[src/rtl/core/nta_pkg.sv]
package nta_pkg;
   localparam logic [1:0] CMD_BEAT = 2'd0;
   localparam logic [1:0] CMD_OFF = 2'd1;
   localparam logic [1:0] CMD_SWEEP = 2'd2;
   localparam logic [1:0] CMD_BAD = 2'd3;
   localparam logic [2:0] KIND_INGEST = 3'd0;
   localparam logic [2:0] KIND_OFF = 3'd1;
   localparam logic [2:0] KIND_EVICT = 3'd2;
   localparam logic [2:0] KIND_SWEEP = 3'd3;
   localparam logic [2:0] KIND_IGNORED = 3'd4;
   localparam logic CSR_ENABLE = 1'b0;
   localparam logic CSR_LIMIT = 1'b1;

   typedef enum logic [1:0] {OP_IGNORE, OP_BEAT, OP_OFF, OP_SWEEP} op_type;

   typedef struct packed {
      op_type      op;
      logic [31:0] now_ms;
      logic [47:0] node_addr;
      logic [47:0] parent_addr;
      logic [7:0]  node_role;
      logic [15:0] node_layer;
      logic [7:0]  link_rssi;
      logic [31:0] uptime_s;
      logic [7:0]  phase_id;
   } job_type;

   typedef struct packed {
      logic [2:0]  kind;
      logic [47:0] result_addr;
      logic        was_new;
      logic        row_changed;
      logic        table_full;
      logic        found;
      logic        last;
   } rsp_type;

   typedef enum logic [2:0] {
      ST_IDLE, ST_SCAN, ST_READ, ST_CHECK, ST_MOVE_RD, ST_MOVE_WR, ST_EMIT
   } state_type;
endpackage

[src/rtl/core/nta_front.sv]
module nta_front import nta_pkg::*; (
   input  logic        clock,
   input  logic        reset,
   input  logic        push,
   output logic        full,
   input  logic        table_enable,
   input  logic [1:0]  cmd,
   input  job_type     job_in,
   output logic        job_valid,
   output job_type     job_out,
   input  logic        job_take
);
   job_type q_ff [2];
   logic [1:0] cnt_ff, cnt_in;
   logic rd_ff, wr_ff;
   job_type j;
   logic acc;

   always_comb begin
      j = job_in;
      if (!table_enable) begin
         j.op = OP_IGNORE;
      end else begin
         case (cmd)
            CMD_BEAT: j.op = OP_BEAT;
            CMD_OFF: j.op = OP_OFF;
            CMD_SWEEP: j.op = OP_SWEEP;
            default: j.op = OP_IGNORE;
         endcase
      end
   end

   assign full = cnt_ff == 2'd2;
   assign acc = push && !full;
   assign job_valid = cnt_ff != 2'd0;
   assign job_out = q_ff[rd_ff];
   assign cnt_in = cnt_ff + {1'b0, acc} - {1'b0, job_take && job_valid};

   always_ff @(posedge clock) begin
      if (reset) begin
         cnt_ff <= '0;
         rd_ff <= 1'b0;
         wr_ff <= 1'b0;
      end else begin
         cnt_ff <= cnt_in;
         if (acc) wr_ff <= !wr_ff;
         if (job_take && job_valid) rd_ff <= !rd_ff;
      end
      if (acc) q_ff[wr_ff] <= j;
   end
endmodule

[config.mk]
export PLATFORM = sky130hd
export DESIGN_NAME = nta_front
export DESIGN_NICKNAME = d
export VERILOG_FILES = /design/src/rtl/core/nta_pkg.sv /design/src/rtl/core/nta_front.sv
export SDC_FILE = /design/constraint.sdc
export NUM_CORES = 1
export LEC_CHECK = 0
export BUFFER_PORTS_ARGS = -buffer_cell sky130_fd_sc_hd__buf_2
export CAP_MARGIN = 30
export CORE_ASPECT_RATIO = 0.8
export CORE_MARGIN = 1.5
export CORE_UTILIZATION = 54
export CTS_BUF_LIST = sky130_fd_sc_hd__clkbuf_8
export DETAILED_ROUTE_END_ITERATION = 8
export PLACE_DENSITY_LB_ADDON = 0.12
export SETUP_SLACK_MARGIN = 0.15
export SLEW_MARGIN = 30
export SYNTH_ARGS = -nofsm -noshare
export SYNTH_HDL_FRONTEND = slang
export SYNTH_SLANG_ARGS = --single-unit
[constraint.sdc]
create_clock -name clock -period 7.6 [get_ports clock]
set_input_delay 0 -clock clock [delete_from_list [all_inputs] [get_ports clock]]
set_output_delay 0 -clock clock [all_outputs]
set_load 0.05 [all_outputs]
## Word-level counts from Yosys, hierarchy flattened

Memory sizes are Yosys's and may differ from the RTL's. A register that Yosys moved wholly into a read port is not among the register bits.
Index checks and enable logic that the tools add are counted.
Widths: inputs -> output; s select.

- Bits in registers: 4
- Memory bits (writable): 404
- Input port bits: 209
- Logic and storage cells: 22
- Memories kept: 1

- $add $sub $neg: 2
- Eq/ne operators: 3
- Mux-type cells: 6
- Reductions and logical operators: 7

Memories:

| name | words | bits a word | rd ports | clocked after Yosys merged registers in | wr ports | RTL line | source |
|---|---|---|---|---|---|---|---|
| q_ff | 2 | 202 | 1 | 1 | 1 | nta_front.sv:13 | `job_type q_ff [2];` |

Operator list:

| kind | count |
|---|---|
| $pmux 2 s3 | 1 |
| $eq 2x2->1 const B | 2 |
| $mux 1 | 4 |
| $logic_not 1->1 | 3 |
| $add 2x1->2 | 1 |
| $eq 2x1->1 const B | 1 |
| $logic_and 1x1->1 | 2 |
| $logic_not 2->1 | 1 |
| $mux 2 | 1 |
| $reduce_bool 2->1 | 1 |
| $sub 2x1->2 | 1 |

## Longest topological paths before layout

- Word-level depth: 5
- Gate-level depth with buffers: 8

## Least setup slack after synthesis

Ideal clock, no wire load.

- Path type: register -> register
- Start point: register cnt_ff[0]
- End point: memory q_ff[1][0] (netlist name) (enable)
- Library setup time: 0.588 ns
- Arrival: 5.120 ns
- Setup slack: 1.892 ns
- Stages on the path, launching flop included: 3
- Path buffers: 0
- Cells stage by stage: dfxtp_1 > nand2b_2 > and3_1

- Longest elaborated chain between the ends: 5

RTL lines:

| element | RTL line | source |
|---|---|---|
| start: declaration | nta_front.sv:14 | `logic [1:0] cnt_ff, cnt_in;` |
| start signal: assignment | nta_front.sv:45 | `cnt_ff <= cnt_in;` |
| $eq 2x2->1 | nta_front.sv:33 | `assign full = cnt_ff == 2'd2;` |
| $logic_not 1->1 | nta_front.sv:34 | `assign acc = push && !full;` |
| $logic_and 1x1->1 | nta_front.sv:34 |  |
| $mux 1 | nta_front.sv:49 | `if (acc) q_ff[wr_ff] <= j;` |
| $mux 1 (not written as such) | nta_front.sv:49 |  |
| end: declaration | nta_front.sv:13 |  |

No other way between the ends.

==> metrics.txt <==
setup TNS 0 ps; most frequent cells in the layout buf_2, edfxtp_1, dlygate4sd3_1, mux2_2, clkbuf_8; Post-Synthesis Cells 661; Slew Viols, Final 0; Worst setup EP type output port; starting density of the core 54.8%; slowest CP cell dfxtp_4; share of layout cells above drive strength 1 50.4%; FP Rows 54; Startpoint Class flop; Yosys cell types 22; total grt overflow 0; Synth area leaders edfxtp_1, mux2_2, buf_6; GP Congestion 0.744; # placed instances 1418; Final Hold Viols 0; WL/cell 18.9 um; First-pass DRT Iterations 4; I/O Pins 413; Die X 189 um; n_diodes 0; Final period util 37.0%; syn nets 874; clk_lat worst skew 590 ps; commonest non-fill, non-tap cell in the layout buf_2; drt via density 4.93; worst hold path class input port to flop; core area 0.0272 mm2; sequential share of the synthesized area 82.0%; initial antenna violation count 0; cell taking the most area after synthesis edfxtp_1; Clk pin slew, worst setup/hold paths 70 ps; Worst VDD drop 0.299 mV; Final #Nets 1538; LEAKAGE 7.81 nW; buffer depth of the longest clock path 3; Final setup viols 0; Yosys reg bits 409; min Tclk post-route 2810 ps; final WL 32800 um; first-pass GRT wire length 48100 um; hpwl dp 19200 um; clk sinks 409; root buffer cell clkbuf_8; Post-route DRC 0; CTS resizes 0; Pwr Total 7.36 mW; Critical Path Max Stage Delay 840 ps; CTS tree built; run status complete, no violations; Avg Cell Area, Syn 22.6 um2; post-route ant nets 0; area share of the largest cell type after synthesis 81.3%; Area growth syn-to-layout 36.6%; Num CTS Buffers 60; number of warnings issued by yosys 0; post-synthesis cell area 0.0149 mm2; H-tree levels 2; Post-Layout Cell Count 1731; drt initial violations 412; CP arrival 2810 ps; port buffer count 410; PD cells 361 mW/mm2; fill count 1682; largest net degree at the start of global routing 124; Post-CTS Setup Bufs 0; Worst Path Max Fanout 77; DIE HEIGHT 152 um; maximum clock rate 356 MHz; clock skew 27.8 ps; via count 8540; die area 0.0286 mm2; final core utilization 74.8%; number of global-route vias before repair 9045; Critical Path, Cell by Cell buf_6 > mux2_2 > buf_2; Data required, critical path 7600 ps; Worst-Margin Slew 903 ps; global-route usage over all layers 22.2%; RSZ-0062 raised after global routing no; Setup CP Type flop to output port; max cap viols 0; Slew Limit Headroom 39.8%
-- through the flow --
step | cell area [um2] | setup WS, ps | hold slack, ps
global placement | 17200 | 4490 | 187
detailed placement | 17300 | 4770 | 191
finish | 20400 | 4790 | 126
global route | 20400 | 4610 | 81.5
CTS | 20400 | 4500 | 67.3
floorplan | 14900 | 1890 | 69.1
-- state kept, by name, indices dropped and copies added (netlist names), named ones only --
signal,count
rd_ff,1
q_ff,404
wr_ff,1
cnt_ff,2
-- Yosys cell counts (all sizes together) --
master and number:
edfxtp 404, mux2 202, buf 22, inv 6, dfxtp 5, ha 4, nor2 3, and2 2
o21a 2, a21oi 1, and3 1, nand2 1, nand2b 1, nor2b 1, nor3 1, o21ai 1
or2 1, or3 1, xnor2 1, xor2 1
-- kinds of logic after synthesis --
family / share of synthesized area [%]
AO/OA/AOI/OAI: 0.168
XOR/XNOR: 0.117
adder cells (fa/ha/maj): 0.336
buffers and inverters: 1.68
flip-flops: 82.0
multiplexers: 15.3
AND/OR/NAND/NOR: 0.445
-- where the power goes --
group / leakage, nW / internal (mW) / switching [mW]
registers: 3.82 / 2.88 / 0.114
logic: 3.38 / 0.785 / 2.05
clock network: 0.617 / 0.746 / 0.780
total: 7.81 / 4.41 / 2.95
-- what timing repair did --
| action | CTS | global route |
|---|---|---|
| setup endpoints to repair | 0 | 0 |
| endpoints found under the hold margin | 409 | 0 |
| hold buffers | 209 | 0 |
-- final timing paths --
check	end	from	slack [ps]	cells past startpoint
max	job_out[120]	flop	4790	3
max reg2reg	q_ff[0][95]$_DFFE_PP_	cnt_ff[0]$_SDFF_PP0_	4790	5
min	q_ff[1][2]$_DFFE_PP_	job_in[2]	130	2
min reg2reg	wr_ff$_SDFFE_PP0P_	wr_ff$_SDFFE_PP0P_	510	2
-- metal layers --
metal	track usage (%)	part of all wire, %
met5	0	0
met4	9.33	3.2
met3	7.19	7.7
met2	39.6	52
met1	24.9	37
-- cell type report --
type	count	area (um2)	area share [%]
clock buffers	62	853	4.19
clock inverters	42	164	0.804
inverters	6	30.0	0.147
multi-input cells	224	2440	12.0
flip-flops and latches	409	12200	60.0
well taps	364	455	2.24
repair buffers	624	4200	20.6
-- critical path, delay by kind of cell (launching register included) --
| family | cells | cell delay [ps] |
|---|---|---|
| DFF | 1 | 840 |
| buffers and inverters | 2 | 890 |
| muxes | 1 | 430 |
Note: power is estimated with default switching activity, not from simulation.
